File: config.mk
export PLATFORM = sky130hd
export DESIGN_NAME = tpme_ram
export DESIGN_NICKNAME = d
export VERILOG_FILES = /design/src/tpme_ram.sv
export SDC_FILE = /design/constraint.sdc
export NUM_CORES = 1
export LEC_CHECK = 0
export ABC_AREA = 1
export BUFFER_PORTS_ARGS = -buffer_cell sky130_fd_sc_hd__buf_2
export CAP_MARGIN = 20
export CORE_ASPECT_RATIO = 1.75
export CORE_UTILIZATION = 35
export CTS_CLUSTER_SIZE = 10
export DETAILED_ROUTE_END_ITERATION = 12
export GPL_TIMING_DRIVEN = 0
export PLACE_DENSITY = 0.51
export SLEW_MARGIN = 20
export SYNTH_ARGS = -nofsm -noshare
export SYNTH_HDL_FRONTEND = slang
export SYNTH_SLANG_ARGS = --single-unit
File: constraint.sdc
create_clock -name clk -period 4.5 [get_ports clk]
set_clock_uncertainty 0.1 [all_clocks]
set_input_delay 0.9 -clock clk [delete_from_list [all_inputs] [get_ports clk]]
set_output_delay 0.9 -clock clk [all_outputs]
set_load 0.005 [all_outputs]
File: src/tpme_ram.sv
`default_nettype none
// ----------------------------------------------------------------------------
// tpme_ram
// Generic simple dual-port RAM: one write port, one registered read port.
// ----------------------------------------------------------------------------
module tpme_ram #(
  parameter int WIDTH = 16,
  parameter int DEPTH = 64
) (
  input  wire logic                     clk,
  input  wire logic                     we,
  input  wire logic [$clog2(DEPTH)-1:0] waddr,
  input  wire logic [WIDTH-1:0]         wdata,
  input  wire logic [$clog2(DEPTH)-1:0] raddr,
  output logic      [WIDTH-1:0]         rdata
);

  logic [WIDTH-1:0] mem [DEPTH];

  always_ff @(posedge clk) begin
    if (we) begin
      mem[waddr] <= wdata;
    end
    rdata <= mem[raddr];
  end

endmodule
`default_nettype wire

==> results.cfg <==
[outcome]
outcome = finished, violations left
failed_checks = design-rule violations

[sta]
finalSetupTns_ps = 0
rsz0062_at_grt = no
hold_violations = 0
tightest_slew_ps = 1050
finalCriticalPeriod_ps = 3180
finalCritPeriodShare_pct = 70.6
fmax_mhz = 315
slew_headroom_pct = 30.1
setup_viol = 0
slew_violations = 0

[job]
max-cap-violations = 0

[cts]
postCtsSetupRepairBufs = 0
path_clk_slew_ps = 50
clockBufferDepth = 3
ctsResizeCount = 0
clock_latency_ps = 740
cts_root_buffer = clkbuf_16
cts_buffers = 115
tritoncts = done
cts-hold-fix-buffers = 0
clock_sinks = 1040
htreeDepth = 3

[yosys]
synth.avg_cell_area_um2 = 12.0
syn-num-nets = 3547
syn_inst = 3517
yosysWarnings = 0
synth_area_um2 = 42100
ys_types = 16
ys_ff_latch = 1040
ys_seq_area_share_pct = 73.8

[pwr]
power.density_nw_per_um2 = 427
finalPower_uw = 20800
p_leak_uw = 0.0175
ir_worst_vdd_mv = 0.281

[worst_setup_path]
end_kind = flop
critPathBufInv = 3
slowest_delay_ps = 910
startpoint_type = input pin
path_delay_family = simple AND/OR/NAND/NOR gates
cpMaxStageDelayCell = nor2_2
crit_path_cell_trace = clkbuf_1 > inv_1 > nand4_1 > nor2_2 > buf_6
crit_type = input pin to flop
crit_arrival_ps = 3510
cp_max_fo = 10
crit_required_ps = 4830

[global_routing]
grt_pass1_wl_mm = 210
grt_pass1_vias = 27900
overflow = 0
grt_start_max_net_pins = 59
antenna_found_initial = 6
grt_usage_pct = 25.1

[route]
vias_per_cell = 5.33
avgRoutedWirePerCell_um = 28.8
first_pass_iters = 9
drcViolationCount = 3
wirelength_mm = 153
first_iter_violations = 2681
antenna_left = 0
vias = 28400

[floorplan]
io_pins = 46
die_area_um2 = 122000
chipWidth_um = 264
start_util_pct = 35.2
core-area_um2 = 120000
rows = 168
die_h_um = 461

[final_layout]
final-instance-count-excl-fill = 5330
nFillCells = 11100
fin_nets = 3774
drive_gt1_share_pct = 12.7
area_growth_pct = 15.9

[placed_design]
dp_hpwl_mm = 107
place.gp.congestion = 0.990
portBuffers = 37
dp.cells = 5157

[min_path]
worst_hold_path_type = input pin to flop
-- Yosys cell counts --
cell type / instances / area [µm²]
buf_1: 17 / 63.8
buf_2: 113 / 566
buf_4: 19 / 143
buf_6: 49 / 552
buf_8: 1 / 15.0
clkbuf_1: 26 / 97.6
dfxtp_1: 16 / 320
edfxtp_1: 1024 / 30700
inv_1: 9 / 33.8
inv_2: 2 / 7.51
inv_8: 1 / 11.3
nand2_1: 1296 / 4860
nand3_1: 871 / 4360
nand4_1: 9 / 56.3
nor2_1: 56 / 210
nor4_1: 8 / 50.1
-- final timing paths --
kind / start / end / slack, ps / cells after the start
setup reg to reg: mem[45][11] / rdata[11] / 2690 / 8
hold / removal: wdata[15] / mem[44][15] / 370 / 1
setup / recovery: waddr[1] / mem[41][13] / 1320 / 5
hold reg to reg: mem[52][10] / rdata[10] / 790 / 8
-- per-stage QoR --
| stage | utilization, % | worst slack (ps) | cell area, µm² | hold WS, ps |
|---|---|---|---|---|
| finish | 40.8 | 1320 | 48800 | 370 |
| CTS | 40.8 | 1490 | 48800 | 336 |
| global route | 40.8 | 1330 | 48800 | 351 |
| detailed placement | 38.1 | 715 | 45600 | 745 |
| global placement | 37.0 | -2000 | 44200 | 736 |
| floorplan | - | 946 | 42100 | 622 |
-- cell families (layout without fill, tap and decap cells) --
logic type	count (synthesis)	in the layout	share of synthesized area, %
simple gates	2240	2240	22.7
buf+inv	237	512	3.54
flops	1040	1040	73.8
other cells	0	8	0
-- where the power goes --
group          total, µW  switching (µW)  internal (µW)  leakage (µW)
sequential         10700            19.0          10700       0.00935
combinational       1620            1230            388       0.00665
clock               8460            3730           4730       0.00154
total              20800            4980          15800        0.0175
-- area by class of cell --
cell class	count	area, µm²	share of cell area [%]
clock inverters	11	109	0.223
diodes	8	20.0	0.0410
inverters	12	52.6	0.108
flip-flops and latches	1040	31100	63.7
repair buffers	110	1230	2.53
well taps	1530	1910	3.92
plain buffers	225	1440	2.94
clock buffers	154	3070	6.28
multi-input cells	2240	9910	20.3
-- routing by layer --
metal | global-route usage [%] | vias up | share of wire [%]
met1 | 26.8 | 14100 | 35
li1 | - | 12800 | -
met5 | 0 | - | 0
met4 | 17.0 | 0 | 7.5
met3 | 2.91 | 320 | 4.8
met2 | 46.0 | 1097 | 52
-- flip-flops by register name, summed over array words and instances, names as in the netlist --
| register | flops |
|---|---|
| rdata | 16 |
| mem | 1024 |
-- layout by cell type (no fill, tap or decap), types with 16 or more instances in the layout --
master     instances
buf_6             68
edfxtp_1        1024
clkbuf_16        117
buf_16            20
nand2_1         1296
nor2_4            35
buf_1             17
clkbuf_1          63
nand3_1          871
buf_2            159
buf_4             39
nor2_2            21
dfxtp_1           16
Note: power is estimated with default switching activity, not from simulation.
