## config.mk

```make
export PLATFORM = sky130hd
export DESIGN_NAME = tpme_scan
export DESIGN_NICKNAME = d
export VERILOG_FILES = /design/src/tpme_pkg.sv /design/src/tpme_scan.sv
export SDC_FILE = /design/constraint.sdc
export NUM_CORES = 1
export LEC_CHECK = 0
export BUFFER_PORTS_ARGS = -buffer_cell sky130_fd_sc_hd__buf_2
export CAP_MARGIN = 20
export CELL_PAD_IN_SITES_DETAIL_PLACEMENT = 0
export CELL_PAD_IN_SITES_GLOBAL_PLACEMENT = 1
export CORE_UTILIZATION = 28
export CTS_CLUSTER_DIAMETER = 50
export DETAILED_ROUTE_END_ITERATION = 16
export GPL_TIMING_DRIVEN = 0
export PLACE_DENSITY_LB_ADDON = 0.1
export SLEW_MARGIN = 20
export SYNTH_ARGS = -nofsm -noshare
export SYNTH_HDL_FRONTEND = slang
export SYNTH_SLANG_ARGS = --single-unit
```

## constraint.sdc

```tcl
create_clock -name clk -period 14.1 [get_ports clk]
set_input_delay 1.41 -clock clk [delete_from_list [all_inputs] [get_ports clk]]
set_output_delay 1.41 -clock clk [all_outputs]
set_load 0.02 [all_outputs]
```

## src/tpme_pkg.sv

```systemverilog
`default_nettype none
// ----------------------------------------------------------------------------
// tpme_pkg
// Shared types, sizes and helpers of the two-processor makespan evaluator.
// ----------------------------------------------------------------------------
package tpme_pkg;

  localparam int NTASK    = 64;
  localparam int TASK_W   = 6;
  localparam int SCAN_W   = TASK_W + 1;
  localparam int COST_W   = 16;
  localparam int TIME_W   = 24;
  localparam int EDGE_AW  = 2 * TASK_W;
  localparam int EDGE_W   = COST_W + 1;
  localparam int SCHED_W  = TIME_W + 1;

  typedef enum logic [1:0] {
    FUNC_COST  = 2'd0,
    FUNC_EDGE  = 2'd1,
    FUNC_STEP  = 2'd2,
    FUNC_CLEAR = 2'd3
  } tpme_func_t;

  typedef struct packed {
    logic [1:0]        func;
    logic [TASK_W-1:0] task_id;
    logic [TASK_W-1:0] other_task;
    logic [COST_W-1:0] value;
    logic              processor;
    logic              last;
  } tpme_in_t;

  typedef struct packed {
    logic [TIME_W-1:0] start_time;
    logic [TIME_W-1:0] makespan;
    logic              is_last;
  } tpme_out_t;

  typedef struct packed {
    logic              init;
    logic [TIME_W-1:0] init_time;
    logic              issue;
    logic              placed;
    logic              proc;
  } tpme_scan_ctl_t;

  function automatic logic [TIME_W-1:0] sat_add(input logic [TIME_W-1:0] a,
                                                 input logic [TIME_W-1:0] b);
    logic [TIME_W:0] s;
    s = {1'b0, a} + {1'b0, b};
    return s[TIME_W] ? {TIME_W{1'b1}} : s[TIME_W-1:0];
  endfunction

  function automatic logic [TIME_W-1:0] cost_ext(input logic [COST_W-1:0] c);
    return {{(TIME_W - COST_W){1'b0}}, c};
  endfunction

endpackage
`default_nettype wire

```

## src/tpme_scan.sv

```systemverilog
`default_nettype none
// ----------------------------------------------------------------------------
// tpme_scan
// Predecessor scan pipeline: one candidate per cycle, running latest arrival.
// ----------------------------------------------------------------------------
module tpme_scan
  import tpme_pkg::*;
(
  input  wire logic              clk,
  input  wire logic              rst_n,
  input  wire tpme_scan_ctl_t    ctl,
  input  wire logic [SCHED_W-1:0] sched_rdata,
  input  wire logic [COST_W-1:0] cost_rdata,
  input  wire logic [EDGE_W-1:0] edge_rdata,
  output logic      [TIME_W-1:0] max_time
);

  logic              iss_d_r;
  logic              plc_d_r;
  logic              qa_r;
  logic [TIME_W-1:0] sum1_r;
  logic [COST_W-1:0] ecost_r;
  logic [TIME_W-1:0] max_r;
  logic              qa_nxt;
  logic [TIME_W-1:0] cand;

  assign qa_nxt = iss_d_r && plc_d_r && (sched_rdata[SCHED_W-1] != ctl.proc) &&
                  edge_rdata[EDGE_W-1];
  assign cand   = sat_add(sum1_r, cost_ext(ecost_r));

  always_ff @(posedge clk) begin
    if (!rst_n) begin
      iss_d_r <= 1'b0;
      plc_d_r <= 1'b0;
      qa_r    <= 1'b0;
    end else begin
      iss_d_r <= ctl.issue;
      plc_d_r <= ctl.placed;
      qa_r    <= qa_nxt;
    end
    sum1_r  <= sat_add(sched_rdata[TIME_W-1:0], cost_ext(cost_rdata));
    ecost_r <= edge_rdata[COST_W-1:0];
    priority if (ctl.init) begin
      max_r <= ctl.init_time;
    end else if (qa_r && (cand > max_r)) begin
      max_r <= cand;
    end else begin
      max_r <= max_r;
    end
  end

  assign max_time = max_r;

endmodule
`default_nettype wire

```

==> results of run 1 <==
[tightest hold or removal path, cell delays in order (launching register included)]
cell	delay, ns
dfxtp_1	0.30
nand4_1	0.06
nor2_1	0.04
[report_power, final]
group	internal (mW)	leakage [nW]	total [mW]	switching, mW
Sequential	0.230	0.596	0.241	0.0107
Clock	0.128	0.135	0.204	0.0764
Combinational	0.138	2.06	0.326	0.187
[area by class of cell]
type / instances / area, um^2
clock inverter: 2 / 10.0
sequential: 67 / 1580
buffer: 13 / 88.8
clock buffer: 13 / 262
timing repair buffer: 112 / 583
multi-input combinational: 405 / 3010
inverter: 39 / 146
tap: 220 / 275
fill: 1805 / 10700
[state kept, by name, summed over array words and instances, names as in the netlist]
signal	flops
plc_d_r	1
iss_d_r	1
max_time	24
qa_r	1
sum1_r	24
ecost_r	16
[kinds of logic (layout without fill, tap and decap cells)]
kind of cell | Yosys count | after routing | synth area share [%]
buffers and inverters | 52 | 179 | 4.89
AOI/OAI and AO/OA | 140 | 140 | 20.7
xor gates and xnor gates | 31 | 31 | 5.64
muxes | 17 | 17 | 3.98
DFF | 67 | 67 | 32.8
and+or+nand+nor | 159 | 159 | 16.6
adders and majority gates | 58 | 58 | 15.4
[metal layers]
metal  wire [um]  vias up  track usage [%]  part of all wire [%]
li1            -     2144                -                     -
met1        6130     1790             19.0                    50
met2        5460       95             23.6                    45
met3         539        6             2.51                   4.4
met4         100        0             4.67                  0.82
met5           0        -                0                     0
[how the worst max path moves through the flow]
stage	from	endpoint	cells past startpoint
after CTS	sum1_r[0]	max_time[11]	15
after global placement	sum1_r[0]	max_time[19]	14
after detailed placement	sum1_r[0]	max_time[19]	15
after floorplan	sum1_r[0]	max_time[0]	14
final	sum1_r[0]	max_time[13]	15
after global routing	sum1_r[0]	max_time[13]	15
[synthesized netlist by cell type, types with 4 or more instances]
cell / count / share of area (%)
ha_1: 56 / 15
nand2_1: 54 / 4.2
dfxtp_1: 43 / 18
inv_1: 38 / 3.0
a21oi_1: 37 / 3.8
nor2_1: 26 / 2.0
o21ai_0: 26 / 2.7
edfxtp_1: 24 / 15
a21o_1: 20 / 3.1
xnor2_1: 19 / 3.5
mux2_2: 17 / 4.0
nand4_1: 15 / 1.9
nand3_1: 12 / 1.2
xor2_1: 12 / 2.2
nand2_2: 11 / 1.4
nor3_1: 7 / 0.73
o21a_1: 6 / 0.94
a211oi_1: 5 / 0.78
a2bb2oi_1: 5 / 0.91
and3_1: 5 / 0.65
clkbuf_1: 5 / 0.39
nor2b_1: 5 / 0.65
buf_2: 4 / 0.42
nand2b_1: 4 / 0.52
nor3b_1: 4 / 0.62
nor4_1: 4 / 0.52
o211ai_1: 4 / 0.62
o21bai_1: 4 / 0.62
[placed cells by master (no fill, tap or decap), drive strengths merged, types with 18 or more instances in the layout]
cell	synthesis	routed
edfxtp	24	24
dfxtp	43	43
xnor2	19	19
clkbuf	5	18
inv	38	38
buf	8	120
a21o	24	24
o21ai	29	29
nor2	26	26
a21oi	39	39
ha	56	56
nand2	65	65
==> results.yml, run 1 <==
floorplan:
  die-area_um2: 17700
  design.core.area_um2: 16700
  num_rows: 47
  start_util_pct: 28.8
  io_pins: 112
  die-width_um: 133
  die-height_um: 133
synthesis:
  yosysSeqAreaShare_pct: 32.8
  ys.flop_type: "dfxtp_1"
  synth_edf_count: 24
  async_flop_share_pct: 0
  synthesis.area_um2: 4810
  syn_inst: 524
  ys.warnings.count: 0
  synth_cell_types: 65
  synth_seq_cells: 67
  syn_nets: 670
  syn_avg_cell_area_um2: 9.19
power_and_ir_drop:
  p_leak_nw: 2.79
  power_density_nw_per_um2: 129
  vdd_drop_max_mv: 0.0605
  p_total_uw: 771
drt:
  dr.pass1.iters: 4
  drtAntennaViolNets: 0
  wl_mm: 12.2
  num_vias: 4035
  post_drt_wl_per_cell_um: 14.0
  drtIter0Drc: 138
  route.detailed.drc: 0
  avgViaCountPerCell: 4.63
critical_path:
  cpMaxStageDelayCell: "fa_1"
  end_kind: "register"
  worst_ep_required_time_ns: 14.13
  worst-path-buf-inv: 2
  cp.arrival_ns: 4.62
  r2r_cells: 15
  crit_fanout: 16
  r2r-start: "sum1_r[0]"
  max_stage_delay_ns: 0.44
  path_cells: "ha_1 > fa_1 > a211oi_2 > o2111ai_2 > a21oi_2 > a21oi_2 > nand2_2 > buf_4 > nand4_1 > ha_1 > nand4_1 > nor4_1 > a211oi_1 > o21ai_4 > buf_16"
  r2r_end: "max_time[13]"
  critPathKind: "reg2reg"
  cp-start-kind: "register"
  cpLargestDelayFamily: "compound AO/OA/AOI/OAI gates"
  r2r_slack_ns: 9.51
cts:
  post_cts_resized: 0
  clkSinkCount: 67
  ctsHoldBuffers: 0
  clk_pin_slew_ns: 0.06
  htreeDepth: 3
  cts_buffers: 9
  cts_root_buffer: "clkbuf_16"
  cts_tree: "built"
  cts_setup_buffers: 0
  clk_path_buf_depth: 2
  clock_latency_ns: 0.33
hold_path:
  min_from: "plc_d_r"
  min_path_type: "reg2reg"
  worstHoldEndpoint: "qa_r"
  worstHoldPathCells: 2
sta:
  fin_hold_ws_ns: 0.451
  clock_skew_ns: 0.00829
  worst_pin_slew_ns: 0.555
  hold_viol_final: 0
  setup-tns-final_ns: 0
  worst_slack_ns: 9.51
  setup_violations: 0
  fmax_mhz: 218
  rsz0062_at_grt: "no"
  post-route-period-util_pct: 32.6
  post-route-min-period_ns: 4.59
  slew_headroom_pct: 62.1
  finalMaxSlewViolations: 0
global_route:
  grt-ovfl-total: 0
  grt_pass1_wl_mm: 20.0
  grt_max_degree: 17
  grt_use_total_pct: 14.3
  antenna_found_initial: 0
  grt_pass1_vias: 4058
placed_design:
  placed_area_um2: 5680
  dp_slack_ns: 9.42
  gp_routability_congestion: 0.795
  io_buffer_count: 111
  dp.cells: 856
  dp_hpwl_mm: 10.3
layout:
  num_antenna_cells: 0
  fin_cells: 871
  final_cell_area_um2: 5960
  final_core_util_pct: 35.7
  final_net_count: 793
  area_growth_pct: 23.7
  drive_gt1_share_pct: 27.8
job:
  max_cap_violations: 0
outcome:
  outcome: "finished, final reports clean"
(Power assumes the default switching activity.)
==> run 2: changes to the inputs <==
==> constraint.sdc (replaced) <==
create_clock -name clk -period 4.8 [get_ports clk]
set_input_delay 0.48 -clock clk [delete_from_list [all_inputs] [get_ports clk]]
set_output_delay 0.48 -clock clk [all_outputs]
set_load 0.02 [all_outputs]
==> results.yml, run 2 (synthesis results as in run 1) <==
global_route:
  grt_max_degree: 20
  antenna_found_initial: 0
  grt_pass1_vias: 4148
  grt_pass1_wl_mm: 20.5
  grt-ovfl-total: 0
  grt_use_total_pct: 14.6
critical_path:
  r2r_end: "max_time[19]"
  timing.critical_path.to: "max_time[19]"
  r2r-start: "sum1_r[0]"
  path_cells: "ha_1 > fa_1 > a211oi_2 > o2111ai_2 > a21oi_2 > a21oi_2 > nand2_2 > buf_4 > nand2_1 > ha_1 > a21o_1 > a21o_1 > a21oi_1 > o21ai_0 > a211oi_1 > o21ai_4 > buf_16"
  end_kind: "register"
  cp.arrival_ns: 4.49
  r2r_slack_ns: 0.41
  worst_ep_required_time_ns: 4.89
  worst-path-buf-inv: 2
  r2r_cells: 17
  crit_fanout: 19
  cp_num_cells: 17
  max_stage_delay_ns: 0.47
  critPathKind: "reg2reg"
  cp-start-kind: "register"
  cpLargestDelayFamily: "compound AO/OA/AOI/OAI gates"
  cpMaxStageDelayCell: "a211oi_1"
  worstSetupStartpoint: "sum1_r[0]"
sta:
  rsz0062_at_grt: "no"
  post-route-period-util_pct: 91.6
  clock_skew_ns: 0.00428
  worst_slack_ns: 0.405
  post-route-min-period_ns: 4.39
  worst_pin_slew_ns: 0.603
  fmax_mhz: 228
  hold_viol_final: 0
  slew_headroom_pct: 59.8
  setup_violations: 0
  finalMaxSlewViolations: 0
cts:
  cts_setup_buffers: 0
  cts_buffers: 9
  cts_tree: "built"
  clk_path_buf_depth: 2
  ctsHoldBuffers: 0
  htreeDepth: 3
  clk_pin_slew_ns: 0.05
  post_cts_resized: 0
  clock_latency_ns: 0.33
  clkSinkCount: 67
  cts_root_buffer: "clkbuf_16"
layout:
  final_net_count: 793
  num_antenna_cells: 0
  fillers: 1779
  layout_common_cells: "buf_2 (115), ha_1 (56), nand2_1 (54)"
  final_cell_area_um2: 5990
  drive_gt1_share_pct: 28.4
  fin_cells: 872
  area_growth_pct: 24.5
  layout_commonest_cell: "buf_2"
  final_core_util_pct: 35.9
outcome:
  outcome: "finished, final reports clean"
floorplan:
  io_pins: 112
  design.core.area_um2: 16700
  die-area_um2: 17700
  die-height_um: 133
  num_rows: 47
  die-width_um: 133
  start_util_pct: 28.8
power_and_ir_drop:
  vdd_drop_max_mv: 0.147
  p_sw_share_pct: 35.0
  clockPowerShare_pct: 28.5
  p_leak_nw: 2.81
  p_total_mw: 2.31
  seq_power_share_pct: 30.6
  internal_power_mw: 1.50
  power_density_nw_per_um2: 386
  p_comb_share_pct: 40.9
  p_switching_uw: 810
drt:
  drtIter0Drc: 151
  num_vias: 4027
  post_drt_wl_per_cell_um: 13.9
  avgViaCountPerCell: 4.62
  route.detailed.drc: 0
  drtAntennaViolNets: 0
  dr.max_layer_used: "met4"
  dr.pass1.iters: 4
  met2_wirelength_mm: 5.43
  wl_met3_um: 522
  wl_mm: 12.1
  m1WireLength_mm: 6.05
job:
  max_cap_violations: 0
hold_path:
  worstHoldPathCells: 1
  min_path_type: "in2reg"
placed_design:
  placed_area_um2: 5680
  io_buffer_count: 111
  dp_slack_ns: 0.346
  dp_hpwl_mm: 10.2
  dp.cells: 856
  gp_routability_congestion: 0.754
run 2: worst min path at each step:
stage / from / to / slack (ns)
after global routing: edge_rdata[3] / ecost_r[3] / 0.23
after CTS: edge_rdata[1] / ecost_r[1] / 0.23
after detailed placement: plc_d_r / qa_r / 0.45
after floorplan: plc_d_r / qa_r / 0.41
after global placement: plc_d_r / qa_r / 0.46
final: edge_rdata[1] / ecost_r[1] / 0.25
run 2: power by group through the flow:
stage | combinational [mW] | clock [mW] | sequential (mW)
2_1_floorplan | 0.665 | 0 | 0.752
3_3_place_gp | 0.949 | 0 | 0.720
3_5_place_dp | 0.956 | 0 | 0.720
4_1_cts | 0.961 | 0.674 | 0.709
5_1_grt | 1.09 | 0.706 | 0.717
6_report | 0.946 | 0.658 | 0.708
run 2: layer usage:
layer / vias to the layer above / track usage (%)
li1: 2146 / -
met1: 1776 / 19.7
met2: 94 / 23.5
met3: 11 / 2.47
met4: 0 / 4.73
met5: - / 0
run 2: layout make-up:
class	instances	area (um^2)	share of cell area, %
buffer	13	88.8	1.48
multi-input combinational	405	3010	50.2
inverter	39	146	2.44
clock inverter	3	16.3	0.271
timing repair buffer	112	583	9.73
sequential	67	1580	26.4
clock buffer	13	292	4.87
tap	220	275	4.59
run 2: stage by stage:
step	TNS [ns]	hold slack, ns
final	0	0.245
after global routing	0	0.231
after CTS	0	0.230
after detailed placement	0	0.453
after global placement	-23.62	0.462
after floorplan	0	0.415
